**config.mk**
```make
export PLATFORM = sky130hd
export DESIGN_NAME = clock_page_replacement_core
export DESIGN_NICKNAME = d
export VERILOG_FILES = /design/src/hw/rtl/cpr_pkg.sv /design/src/hw/rtl/cpr_page_ram.sv /design/src/hw/rtl/cpr_engine.sv /design/src/hw/rtl/clock_page_replacement_core.sv
export SDC_FILE = /design/constraint.sdc
export NUM_CORES = 1
export LEC_CHECK = 0
export BUFFER_PORTS_ARGS = -buffer_cell sky130_fd_sc_hd__clkbuf_2
export CORE_ASPECT_RATIO = 0.6
export CORE_MARGIN = 5
export CORE_UTILIZATION = 50
export DETAILED_ROUTE_END_ITERATION = 12
export HOLD_SLACK_MARGIN = 0.15
export PLACE_DENSITY = 0.72
export SKIP_CTS_REPAIR_TIMING = 1
export SYNTH_ARGS = -nofsm -noshare
export SYNTH_HDL_FRONTEND = slang
export SYNTH_HIERARCHICAL = 1
export SYNTH_SLANG_ARGS = --single-unit
```
**constraint.sdc**
```tcl
create_clock -name clk_i -period 27 [get_ports clk_i]
set_input_delay 6.75 -clock clk_i [delete_from_list [all_inputs] [get_ports clk_i]]
set_output_delay 6.75 -clock clk_i [all_outputs]
set_load 0.1 [all_outputs]
```
**src/hw/rtl/cpr_pkg.sv**
```systemverilog
// Shared types, constants and helper functions for the clock page replacement core.
// Depends on nothing; cpr_engine, the top level and cpr_checker import it.
`timescale 1ns / 1ps

package cpr_pkg;

  // Table geometry.
  localparam int unsigned FRAMES    = 8;
  localparam int unsigned FRAME_W   = (FRAMES > 1) ? $clog2(FRAMES) : 1;
  localparam int unsigned CNT_W     = $clog2(FRAMES + 1);
  localparam int unsigned PAGE_W    = 12;
  localparam int unsigned FCNT_W    = 16;
  localparam int unsigned OFRAME_W  = 3;
  localparam int unsigned FIU_W     = 4;
  localparam int unsigned WA_W      = 8;

  // Configuration port.
  localparam int unsigned CFG_W     = 8;
  localparam int unsigned CFG_IDX_W = 2;
  localparam logic [CFG_IDX_W-1:0] CFG_MODE   = CFG_IDX_W'(0);
  localparam logic [CFG_IDX_W-1:0] CFG_FRAMES = CFG_IDX_W'(1);
  localparam logic [CFG_IDX_W-1:0] CFG_WRITE  = CFG_IDX_W'(2);

  localparam logic [FIU_W-1:0]  FIU_RESET = FIU_W'(8);
  localparam logic [FCNT_W-1:0] FCNT_MAX  = '1;

  // Replacement policies.
  localparam logic MODE_BASIC    = 1'b0;
  localparam logic MODE_ENHANCED = 1'b1;

  // Controller states.
  typedef enum logic [2:0] {
    S_IDLE,
    S_LOOK,
    S_HIT,
    S_FILL,
    S_CLEAR,
    S_SCAN,
    S_EVRD,
    S_LOAD
  } cpr_state_e;

  // One input item.
  typedef struct packed {
    logic              action;
    logic [PAGE_W-1:0] page;
    logic              is_write;
  } cpr_in_t;

  // One result item.
  typedef struct packed {
    logic                hit;
    logic [OFRAME_W-1:0] frame;
    logic                evicted_valid;
    logic [PAGE_W-1:0]   evicted_page;
    logic                fault;
    logic [FCNT_W-1:0]   fault_count;
  } cpr_out_t;

  // Configuration registers as seen by the controller.
  typedef struct packed {
    logic             mode;
    logic [FIU_W-1:0] frames_in_use;
    logic [WA_W-1:0]  write_allowed;
  } cpr_cfg_t;

  // Request bundle towards the page number RAM.
  typedef struct packed {
    logic               we;
    logic [FRAME_W-1:0] waddr;
    logic [PAGE_W-1:0]  wdata;
    logic               re;
    logic [FRAME_W-1:0] raddr;
  } cpr_ram_req_t;

  // Effective frame count: zero acts as one, anything above the table acts as the table.
  function automatic logic [CNT_W-1:0] active_frames(input logic [FIU_W-1:0] fiu);
    logic [CNT_W-1:0] n;
    if (fiu == '0) begin
      n = CNT_W'(1);
    end else if (32'(fiu) > FRAMES) begin
      n = CNT_W'(FRAMES);
    end else begin
      n = CNT_W'(fiu);
    end
    return n;
  endfunction

  // Hand modulo the frame count; the hand is below FRAMES, so a few subtractions do.
  function automatic logic [FRAME_W-1:0] hand_wrap(input logic [FRAME_W-1:0] hand,
                                                   input logic [CNT_W-1:0]   n);
    logic [CNT_W-1:0] a;
    a = CNT_W'(hand);
    for (int i = 0; i < FRAMES - 1; i++) begin
      if (a >= n) begin
        a = a - n;
      end
    end
    return a[FRAME_W-1:0];
  endfunction

  // Per-frame write permission; frames past the register width are never writable.
  function automatic logic [FRAMES-1:0] writable_mask(input logic [WA_W-1:0] wa);
    logic [FRAMES-1:0] m;
    for (int i = 0; i < FRAMES; i++) begin
      m[i] = (i < WA_W) ? wa[i % WA_W] : 1'b0;
    end
    return m;
  endfunction

endpackage

```
**src/hw/rtl/cpr_page_ram.sv**
```systemverilog
// Synchronous single-write, single-read RAM holding the resident page number of each frame.
// Generic; no package dependency. Read data is registered.
`timescale 1ns / 1ps

module cpr_page_ram #(
  parameter int unsigned DEPTH = 8,
  parameter int unsigned WIDTH = 12
) (
  input  logic                                     clk_i,
  input  logic                                     we_i,
  input  logic [((DEPTH > 1) ? $clog2(DEPTH) : 1)-1:0] waddr_i,
  input  logic [WIDTH-1:0]                         wdata_i,
  input  logic                                     re_i,
  input  logic [((DEPTH > 1) ? $clog2(DEPTH) : 1)-1:0] raddr_i,
  output logic [WIDTH-1:0]                         rdata_o
);

  logic [WIDTH-1:0] mem_q [DEPTH];
  logic [WIDTH-1:0] rdata_q;

  // Write port.
  always_ff @(posedge clk_i) begin
    if (we_i) begin
      mem_q[waddr_i] <= wdata_i;
    end
  end

  // Registered read port; the data holds until the next read.
  always_ff @(posedge clk_i) begin
    if (re_i) begin
      rdata_q <= mem_q[raddr_i];
    end
  end

  assign rdata_o = rdata_q;

endmodule

```
**src/hw/rtl/cpr_engine.sv**
```systemverilog
// Lookup and replacement controller: walks the page RAM, keeps reference and dirty bits,
// the clock hand, the fill count and the fault counter. Uses cpr_pkg.
`timescale 1ns / 1ps

module cpr_engine (
  input  logic                  clk_i,
  input  logic                  rst_ni,
  input  cpr_pkg::cpr_cfg_t     cfg_i,
  input  logic                  in_valid_i,
  output logic                  in_stall_o,
  input  cpr_pkg::cpr_in_t      in_data_i,
  input  logic                  out_free_i,
  output logic                  res_valid_o,
  output cpr_pkg::cpr_out_t     res_o,
  output cpr_pkg::cpr_ram_req_t ram_req_o,
  input  logic [cpr_pkg::PAGE_W-1:0] ram_rdata_i
);

  import cpr_pkg::*;

  cpr_state_e         state_q, state_d;
  logic [PAGE_W-1:0]  page_q, page_d;
  logic               wr_q, wr_d;
  logic [CNT_W-1:0]   look_q, look_d;
  logic               chk_vld_q, chk_vld_d;
  logic [FRAME_W-1:0] chk_idx_q, chk_idx_d;
  logic [FRAME_W-1:0] sel_q, sel_d;
  logic [FRAME_W-1:0] cur_q, cur_d;
  logic [CNT_W-1:0]   step_q, step_d;
  logic [1:0]         round_q, round_d;
  logic [FRAMES-1:0]  refb_q, refb_d;
  logic [FRAMES-1:0]  dirty_q, dirty_d;
  logic [FRAME_W-1:0] hand_q, hand_d;
  logic [CNT_W-1:0]   filled_q, filled_d;
  logic [FCNT_W-1:0]  fcnt_q, fcnt_d;

  logic [CNT_W-1:0]   n_frames;
  logic [CNT_W-1:0]   limit;
  logic [FRAMES-1:0]  wmask;
  logic [CNT_W-1:0]   cur_inc;
  logic [FRAME_W-1:0] cur_nxt;
  logic [CNT_W-1:0]   sel_inc;
  logic               page_match;
  logic               scan_match;
  logic               scan_clear;
  logic [1:0]         last_round;

  // Frames that take part in this access: in use and already filled.
  assign n_frames = active_frames(cfg_i.frames_in_use);
  assign limit    = (filled_q < n_frames) ? filled_q : n_frames;
  assign wmask    = writable_mask(cfg_i.write_allowed);

  // Clock neighbours of the scan position and of the chosen frame.
  assign cur_inc = CNT_W'(cur_q) + CNT_W'(1);
  assign cur_nxt = (cur_inc >= n_frames) ? '0 : cur_inc[FRAME_W-1:0];
  assign sel_inc = CNT_W'(sel_q) + CNT_W'(1);

  assign page_match = chk_vld_q && (ram_rdata_i == page_q);

  // Victim test of the current round. The basic clock clears reference bits on its first
  // lap; the enhanced clock looks for (0,0), then (0,1) while clearing, then both again.
  always_comb begin
    if (cfg_i.mode == MODE_ENHANCED) begin
      scan_match = !refb_q[cur_q] && (dirty_q[cur_q] == round_q[0]);
      scan_clear = (round_q == 2'd1);
      last_round = 2'd3;
    end else begin
      scan_match = !refb_q[cur_q];
      scan_clear = (round_q == 2'd0);
      last_round = 2'd1;
    end
  end

  assign in_stall_o = (state_q != S_IDLE);

  // Next state, table updates and the result of a finished access.
  always_comb begin
    state_d   = state_q;
    page_d    = page_q;
    wr_d      = wr_q;
    look_d    = look_q;
    chk_vld_d = 1'b0;
    chk_idx_d = chk_idx_q;
    sel_d     = sel_q;
    cur_d     = cur_q;
    step_d    = step_q;
    round_d   = round_q;
    refb_d    = refb_q;
    dirty_d   = dirty_q;
    hand_d    = hand_q;
    filled_d  = filled_q;
    fcnt_d    = fcnt_q;
    ram_req_o = '0;
    res_valid_o = 1'b0;
    res_o     = '0;

    unique case (state_q)
      S_IDLE: begin
        if (in_valid_i) begin
          page_d = in_data_i.page;
          wr_d   = in_data_i.is_write;
          look_d = '0;
          state_d = in_data_i.action ? S_CLEAR : S_LOOK;
        end
      end

      // Stream the filled frames out of the RAM and compare one per cycle.
      S_LOOK: begin
        if (page_match) begin
          sel_d   = chk_idx_q;
          state_d = S_HIT;
        end else if (look_q >= limit) begin
          if (filled_q < n_frames) begin
            sel_d   = filled_q[FRAME_W-1:0];
            state_d = S_FILL;
          end else begin
            cur_d   = hand_wrap(hand_q, n_frames);
            step_d  = '0;
            round_d = '0;
            state_d = S_SCAN;
          end
        end else begin
          ram_req_o.re    = 1'b1;
          ram_req_o.raddr = look_q[FRAME_W-1:0];
          chk_vld_d       = 1'b1;
          chk_idx_d       = look_q[FRAME_W-1:0];
          look_d          = look_q + CNT_W'(1);
        end
      end

      S_HIT: begin
        if (out_free_i) begin
          refb_d[sel_q] = 1'b1;
          if (wr_q && wmask[sel_q]) begin
            dirty_d[sel_q] = 1'b1;
          end
          res_valid_o       = 1'b1;
          res_o.hit         = 1'b1;
          res_o.frame       = OFRAME_W'(sel_q);
          res_o.fault_count = fcnt_q;
          state_d           = S_IDLE;
        end
      end

      // A free frame is still available: load it without counting a fault.
      S_FILL: begin
        if (out_free_i) begin
          ram_req_o.we      = 1'b1;
          ram_req_o.waddr   = sel_q;
          ram_req_o.wdata   = page_q;
          refb_d[sel_q]     = 1'b1;
          dirty_d[sel_q]    = 1'b0;
          filled_d          = filled_q + CNT_W'(1);
          res_valid_o       = 1'b1;
          res_o.frame       = OFRAME_W'(sel_q);
          res_o.fault_count = fcnt_q;
          state_d           = S_IDLE;
        end
      end

      S_CLEAR: begin
        if (out_free_i) begin
          refb_d      = '0;
          dirty_d     = '0;
          hand_d      = '0;
          filled_d    = '0;
          fcnt_d      = '0;
          res_valid_o = 1'b1;
          state_d     = S_IDLE;
        end
      end

      // One frame per cycle around the clock, up to two laps in basic mode and four in enhanced mode.
      S_SCAN: begin
        if (scan_match) begin
          sel_d   = cur_q;
          state_d = S_EVRD;
        end else begin
          if (scan_clear) begin
            refb_d[cur_q] = 1'b0;
          end
          cur_d = cur_nxt;
          if (step_q == n_frames - CNT_W'(1)) begin
            step_d = '0;
            if (round_q == last_round) begin
              sel_d   = '0;
              state_d = S_EVRD;
            end else begin
              round_d = round_q + 2'd1;
            end
          end else begin
            step_d = step_q + CNT_W'(1);
          end
        end
      end

      // Fetch the page that is about to be replaced.
      S_EVRD: begin
        ram_req_o.re    = 1'b1;
        ram_req_o.raddr = sel_q;
        state_d         = S_LOAD;
      end

      S_LOAD: begin
        if (out_free_i) begin
          ram_req_o.we        = 1'b1;
          ram_req_o.waddr     = sel_q;
          ram_req_o.wdata     = page_q;
          refb_d[sel_q]       = 1'b1;
          dirty_d[sel_q]      = 1'b0;
          hand_d              = (sel_inc >= n_frames) ? '0 : sel_inc[FRAME_W-1:0];
          if (fcnt_q != FCNT_MAX) begin
            fcnt_d = fcnt_q + FCNT_W'(1);
          end
          res_valid_o         = 1'b1;
          res_o.frame         = OFRAME_W'(sel_q);
          res_o.evicted_valid = (CNT_W'(sel_q) < filled_q);
          res_o.evicted_page  = (CNT_W'(sel_q) < filled_q) ? ram_rdata_i : '0;
          res_o.fault         = 1'b1;
          res_o.fault_count   = (fcnt_q != FCNT_MAX) ? fcnt_q + FCNT_W'(1) : fcnt_q;
          state_d             = S_IDLE;
        end
      end

      default: begin
        state_d = S_IDLE;
      end
    endcase
  end

  // State register.
  always_ff @(posedge clk_i or negedge rst_ni) begin
    if (!rst_ni) begin
      state_q   <= S_IDLE;
      chk_vld_q <= 1'b0;
      refb_q    <= '0;
      dirty_q   <= '0;
      hand_q    <= '0;
      filled_q  <= '0;
      fcnt_q    <= '0;
      look_q    <= '0;
      step_q    <= '0;
      round_q   <= '0;
    end else begin
      state_q   <= state_d;
      chk_vld_q <= chk_vld_d;
      refb_q    <= refb_d;
      dirty_q   <= dirty_d;
      hand_q    <= hand_d;
      filled_q  <= filled_d;
      fcnt_q    <= fcnt_d;
      look_q    <= look_d;
      step_q    <= step_d;
      round_q   <= round_d;
    end
  end

  // Working registers of the current access.
  always_ff @(posedge clk_i) begin
    page_q    <= page_d;
    wr_q      <= wr_d;
    chk_idx_q <= chk_idx_d;
    sel_q     <= sel_d;
    cur_q     <= cur_d;
  end

endmodule

```
**src/hw/rtl/clock_page_replacement_core.sv**
```systemverilog
// Top level of the clock page replacement core: configuration registers, result register,
// controller and page RAM. Uses cpr_pkg, cpr_engine and cpr_page_ram.
//
//   Port group   Direction  Handshake              Carries
//   in_*         input      in_valid_i/in_stall_o  cpr_in_t: action, page, is_write
//   out_*        output     out_valid_o/out_stall_i cpr_out_t: hit, frame, eviction, fault
//   cfg_*        input      cfg_we_i               mode, frames_in_use, write_allowed
//
// An item is accepted, then the page RAM is read and compared for each filled frame in use,
// and a hit or a fill is committed. A replacement adds the clock scan, one frame per cycle;
// its last lap (the fourth in enhanced mode, the second in basic) can only stop at its first
// frame. One read of the evicted page follows. A clear is accepted and then committed.
// Reset empties the table at once; no clearing pass runs.
// The result register frees the controller; a commit waits only while that register is full
// and stalled, and the next item is accepted as soon as the controller is back in idle.
`timescale 1ns / 1ps

module clock_page_replacement_core (
  input  logic                          clk_i,
  input  logic                          rst_ni,
  input  logic                          in_valid_i,
  output logic                          in_stall_o,
  input  cpr_pkg::cpr_in_t              in_data_i,
  output logic                          out_valid_o,
  input  logic                          out_stall_i,
  output cpr_pkg::cpr_out_t             out_data_o,
  input  logic                          cfg_we_i,
  input  logic [cpr_pkg::CFG_IDX_W-1:0] cfg_idx_i,
  input  logic [cpr_pkg::CFG_W-1:0]     cfg_wdata_i
);

  import cpr_pkg::*;

  logic             mode_q;
  logic [FIU_W-1:0] fiu_q;
  logic [WA_W-1:0]  wa_q;
  cpr_cfg_t         cfg;

  logic             out_valid_q;
  cpr_out_t         out_data_q;
  logic             out_free;

  logic             res_valid;
  cpr_out_t         res;
  cpr_ram_req_t     ram_req;
  logic [PAGE_W-1:0] ram_rdata;

  // Configuration register file.
  always_ff @(posedge clk_i or negedge rst_ni) begin
    if (!rst_ni) begin
      mode_q <= MODE_BASIC;
      fiu_q  <= FIU_RESET;
      wa_q   <= '0;
    end else if (cfg_we_i) begin
      unique case (cfg_idx_i)
        CFG_MODE:   mode_q <= cfg_wdata_i[0];
        CFG_FRAMES: fiu_q  <= cfg_wdata_i[FIU_W-1:0];
        CFG_WRITE:  wa_q   <= cfg_wdata_i[WA_W-1:0];
        default: begin
        end
      endcase
    end
  end

  assign cfg.mode          = mode_q;
  assign cfg.frames_in_use = fiu_q;
  assign cfg.write_allowed = wa_q;

  // Result register: a new result may be loaded when it is empty or being transferred.
  assign out_free = !out_valid_q || !out_stall_i;

  always_ff @(posedge clk_i or negedge rst_ni) begin
    if (!rst_ni) begin
      out_valid_q <= 1'b0;
    end else if (out_free) begin
      out_valid_q <= res_valid;
    end
  end

  always_ff @(posedge clk_i) begin
    if (out_free && res_valid) begin
      out_data_q <= res;
    end
  end

  assign out_valid_o = out_valid_q;
  assign out_data_o  = out_data_q;

  // Controller.
  cpr_engine u_engine (
    .clk_i       (clk_i),
    .rst_ni      (rst_ni),
    .cfg_i       (cfg),
    .in_valid_i  (in_valid_i),
    .in_stall_o  (in_stall_o),
    .in_data_i   (in_data_i),
    .out_free_i  (out_free),
    .res_valid_o (res_valid),
    .res_o       (res),
    .ram_req_o   (ram_req),
    .ram_rdata_i (ram_rdata)
  );

  // Page number store.
  cpr_page_ram #(
    .DEPTH (FRAMES),
    .WIDTH (PAGE_W)
  ) u_page_ram (
    .clk_i   (clk_i),
    .we_i    (ram_req.we),
    .waddr_i (ram_req.waddr),
    .wdata_i (ram_req.wdata),
    .re_i    (ram_req.re),
    .raddr_i (ram_req.raddr),
    .rdata_o (ram_rdata)
  );

endmodule

```
==> results.rst <==
.. list-table::
   :header-rows: 1

   * - Metric
     - Value
   * - Status
     - complete, no violations
   * - Avg Vias per Cell
     - 5.99
   * - Max stage delay on crit path
     - 660 ps
   * - DRC violations left
     - 0
   * - Die outline area
     - 27,500 um^2
   * - Die outline width
     - 211 um
   * - Source-to-sink clock delay at the later pin of the worst-skew pair
     - 510 ps
   * - Synth Area per Inst
     - 12.3 um^2
   * - CP Launch Type
     - register
   * - Distinct cells, synth
     - 71
   * - Detailed Routing Iterations Pass 1
     - 5
   * - Worst-case clock buffer depth
     - 3
   * - Max-capacitance violation count
     - 0
   * - Setup violations, final
     - 0
   * - Setup repair after global routing missed its margin
     - no
   * - Ys Warns
     - 6
   * - Num rows
     - 44
   * - Master of the slowest instance on the critical path
     - sky130_fd_sc_hd__dfstp_2
   * - Synthesis-to-finish area growth
     - 10.8%
   * - Num ports
     - 65
   * - Clock root cell
     - sky130_fd_sc_hd__clkbuf_16
   * - Aggregate negative setup slack
     - 0 ps
   * - Source of the critical timing path
     - fiu_q[3]$_DFFE_PN1P_
   * - Share of the clock period used by the worst path
     - 46.8%
   * - Total via count in the routed design
     - 8,294
   * - Final weighted congestion of routability-driven global placement
     - 0.898
   * - Number of diodes
     - 0
   * - Maximum number of pins on one net before global-route repair
     - 68
   * - Core box area
     - 24,000 um^2
   * - Sequential cell area
     - 6600 um^2
   * - Class of the most critical hold timing path
     - register to register
   * - Number of enable flip-flop cells after synthesis
     - 164
   * - Global-route wire length before repair
     - 42,700 um
   * - Flop2flop setup slack
     - 14,360 ps
   * - Net count after synthesis
     - 1,074
   * - Final Hold Violating Endpoints
     - 0
   * - Final Routed Wirelength
     - 26,800 um
   * - Die extent in y
     - 130 um
   * - Slew headroom
     - 25.7%
   * - Maximum achievable frequency
     - 79.1 MHz
   * - Antenna violations before repair
     - 0
   * - Number of cells produced by synthesis
     - 985
   * - Antenna violation net count after detailed routing
     - 0
   * - Count of clock tree sinks
     - 231
   * - Endpoint required time on the critical path
     - 27,260 ps
   * - Worst clock skew on the final layout
     - 15.5 ps
   * - Port Buf Inserts
     - 64
   * - Ys async rst share
     - 29.0%
   * - Clock H-tree levels
     - 1
   * - Crit Reg-Reg Startpoint
     - fiu_q[3]$_DFFE_PN1P_
   * - Fraction of layout instances using a drive strength above 1
     - 15.8%
   * - Number of filler cells placed in the layout
     - 1,969
   * - Least-Margin Pin Slew
     - 1110 ps
   * - Average detailed-routed wire length per instance
     - 19.3 um
   * - Count of final max-slew check failures
     - 0
   * - Syn Std Cell Area
     - 12,100 um^2
   * - Critical path class
     - register to register
   * - Estimated wirelength of the detail-placed design
     - 19,100 um
   * - Number of clock buffers inserted by TritonCTS
     - 21
   * - Remaining global-route overflow
     - 0
   * - Number of synthesized register bits
     - 231
   * - GRT Overall Usage
     - 19.5%
   * - Part of the Yosys area used for sequential elements
     - 54.6%
   * - TritonCTS clock tree
     - done
   * - Hold wc startpoint
     - wa_q[7]$_DFFE_PN0P_
   * - Number of nets in the final layout
     - 1,137
   * - DRT iter0 DRCs
     - 978
   * - Capturing element type of the critical path
     - register
   * - Highest net fanout along the worst path
     - 14
   * - Dominant register cell in the synthesized netlist
     - sky130_fd_sc_hd__edfxtp_1
   * - Starting utilization of the core area
     - 50.4%
   * - Worst-path clk slew
     - 60 ps
   * - Minimum clock period after layout
     - 12,640 ps
   * - Worst EP arrival
     - 12,900 ps
   * - Via count of the first global-routing pass
     - 7,556
   * - Total area of multi-input combinational cells
     - 5130 um^2
-- layout by cell type (no fill, tap or decap), types with 7 or more instances in the layout --
cell and instances:
sky130_fd_sc_hd__dfrtp_1 66, sky130_fd_sc_hd__nand3_1 21, sky130_fd_sc_hd__mux2i_1 10, sky130_fd_sc_hd__xnor2_1 21, sky130_fd_sc_hd__nor3_1 16, sky130_fd_sc_hd__nand2b_1 13, sky130_fd_sc_hd__inv_1 47, sky130_fd_sc_hd__nor2b_1 14
sky130_fd_sc_hd__edfxtp_1 164, sky130_fd_sc_hd__a31oi_1 12, sky130_fd_sc_hd__o21ai_0 69, sky130_fd_sc_hd__fa_1 7, sky130_fd_sc_hd__nand2_1 65, sky130_fd_sc_hd__a21oi_1 39, sky130_fd_sc_hd__and3_1 9, sky130_fd_sc_hd__xor2_1 11
sky130_fd_sc_hd__ha_1 53, sky130_fd_sc_hd__buf_4 17, sky130_fd_sc_hd__nor2_1 58, sky130_fd_sc_hd__nor3b_1 7, sky130_fd_sc_hd__mux4_1 21, sky130_fd_sc_hd__clkbuf_2 63, sky130_fd_sc_hd__a21o_1 23, sky130_fd_sc_hd__a22o_1 7
sky130_fd_sc_hd__mux2_2 33, sky130_fd_sc_hd__and2_1 40, sky130_fd_sc_hd__clkbuf_16 21, sky130_fd_sc_hd__o31ai_1 9, sky130_fd_sc_hd__nand4_1 8
-- layout make-up --
| class | instances | share of cell area, % |
|---|---|---|
| Clock buffer | 26 | 4.06 |
| Sequential cell | 231 | 49.3 |
| Inverter | 47 | 1.32 |
| Timing Repair Buffer | 81 | 3.34 |
| Multi-Input combinational cell | 666 | 38.3 |
| Tap cell | 322 | 3.01 |
| Clock inverter | 12 | 0.673 |
-- path summary, 6_finish.rpt --
kind	endpoint	depth (start not counted)
min in group asynchronous	u_engine/fcnt_q[0]$_DFFE_PN0P_	2
worst min register to register	wa_q[7]$_DFFE_PN0P_	1
worst min-delay path	wa_q[7]$_DFFE_PN0P_	1
worst max register to register	u_engine/cur_q[1]$_DFFE_PP_	49
max in group asynchronous	u_engine/step_q[0]$_DFFE_PN0P_	2
worst max-delay path	u_engine/cur_q[1]$_DFFE_PP_	49
-- flip-flops by register name, summed over array words and instances (netlist names) --
signal / flops
fiu_q: 4
mode_q: 1
out_data_o: 34
out_valid_o: 1
u_engine/chk_idx_q: 3
u_engine/chk_vld_q: 1
u_engine/cur_q: 3
u_engine/dirty_q: 8
u_engine/fcnt_q: 16
u_engine/filled_q: 4
u_engine/hand_q: 3
u_engine/look_q: 4
u_engine/page_q: 12
u_engine/refb_q: 8
u_engine/round_q: 2
u_engine/sel_q: 3
u_engine/state_q: 3
u_engine/step_q: 4
u_engine/wr_q: 1
u_page_ram/mem_q: 96
u_page_ram/rdata_o: 12
wa_q: 8
-- synthesized netlist by cell type (all sizes together) (6+ instances only) --
cell type	instances	share of area [%]
nand3	21	0.87
buf	12	0.71
fa	7	1.2
a22o	7	0.51
o21ai	72	3.0
clkbuf	29	0.90
nand2b	13	0.67
nor3	18	0.74
nand4	8	0.41
xnor2	21	1.5
nor3b	7	0.43
inv	47	1.5
and3	9	0.47
a21boi	6	0.37
nor2	58	1.8
xor2	11	0.80
edfxtp	164	41
mux4	25	5.3
mux2i	10	0.83
and2	41	2.1
a21o	23	1.4
a31oi	12	0.62
o21a	6	0.37
a21oi	39	1.6
a211o	6	0.44
o31ai	9	0.56
dfrtp	66	14
nand2	66	2.1
ha	53	5.5
mux2	33	3.1
nor2b	14	0.72
-- per-stage QoR --
step	util [%]	std cells	hold slack [ps]	cell area, um^2	setup WS [ps]
2_1_floorplan	-	985	453	12100	15930
3_3_place_gp	53.2	1347	483	12800	15070
3_5_place_dp	53.2	1347	483	12800	14600
4_1_cts	55.8	1385	496	13400	14530
5_1_grt	55.8	1385	506	13400	13460
6_report	55.8	1385	495	13400	14360
-- logic make-up after synthesis --
family / synth area share, %
AND/OR/NAND/NOR: 11.9
XOR/XNOR: 2.32
buffers and inverters: 3.07
AO/OA/AOI/OAI: 12.3
flip-flops: 54.6
multiplexers: 9.21
adder cells (fa/ha/maj): 6.64
-- layer usage --
| layer | wire (um) | vias to the layer above | track usage, % |
|---|---|---|---|
| li1 | - | 3835 | - |
| met5 | 0 | - | 0 |
| met1 | 13400 | 4060 | 33.7 |
| met2 | 10500 | 383 | 26.0 |
| met4 | 210 | 0 | 2.10 |
| met3 | 2670 | 16 | 3.67 |
-- worst max-delay path: cells and delay by family, from the launching register on --
kind | cells | cell delay, ps
AO/OA/AOI/OAI | 26 | 5850
adder cells (fa/ha/maj) | 10 | 3450
buffers and inverters | 7 | 810
flip-flops | 1 | 660
multiplexers | 2 | 500
AND/OR/NAND/NOR | 4 | 1080
Power is left out: the tool's default activity adds up to more than one toggle a clock period on the data nets, which glitch-free logic cannot reach.
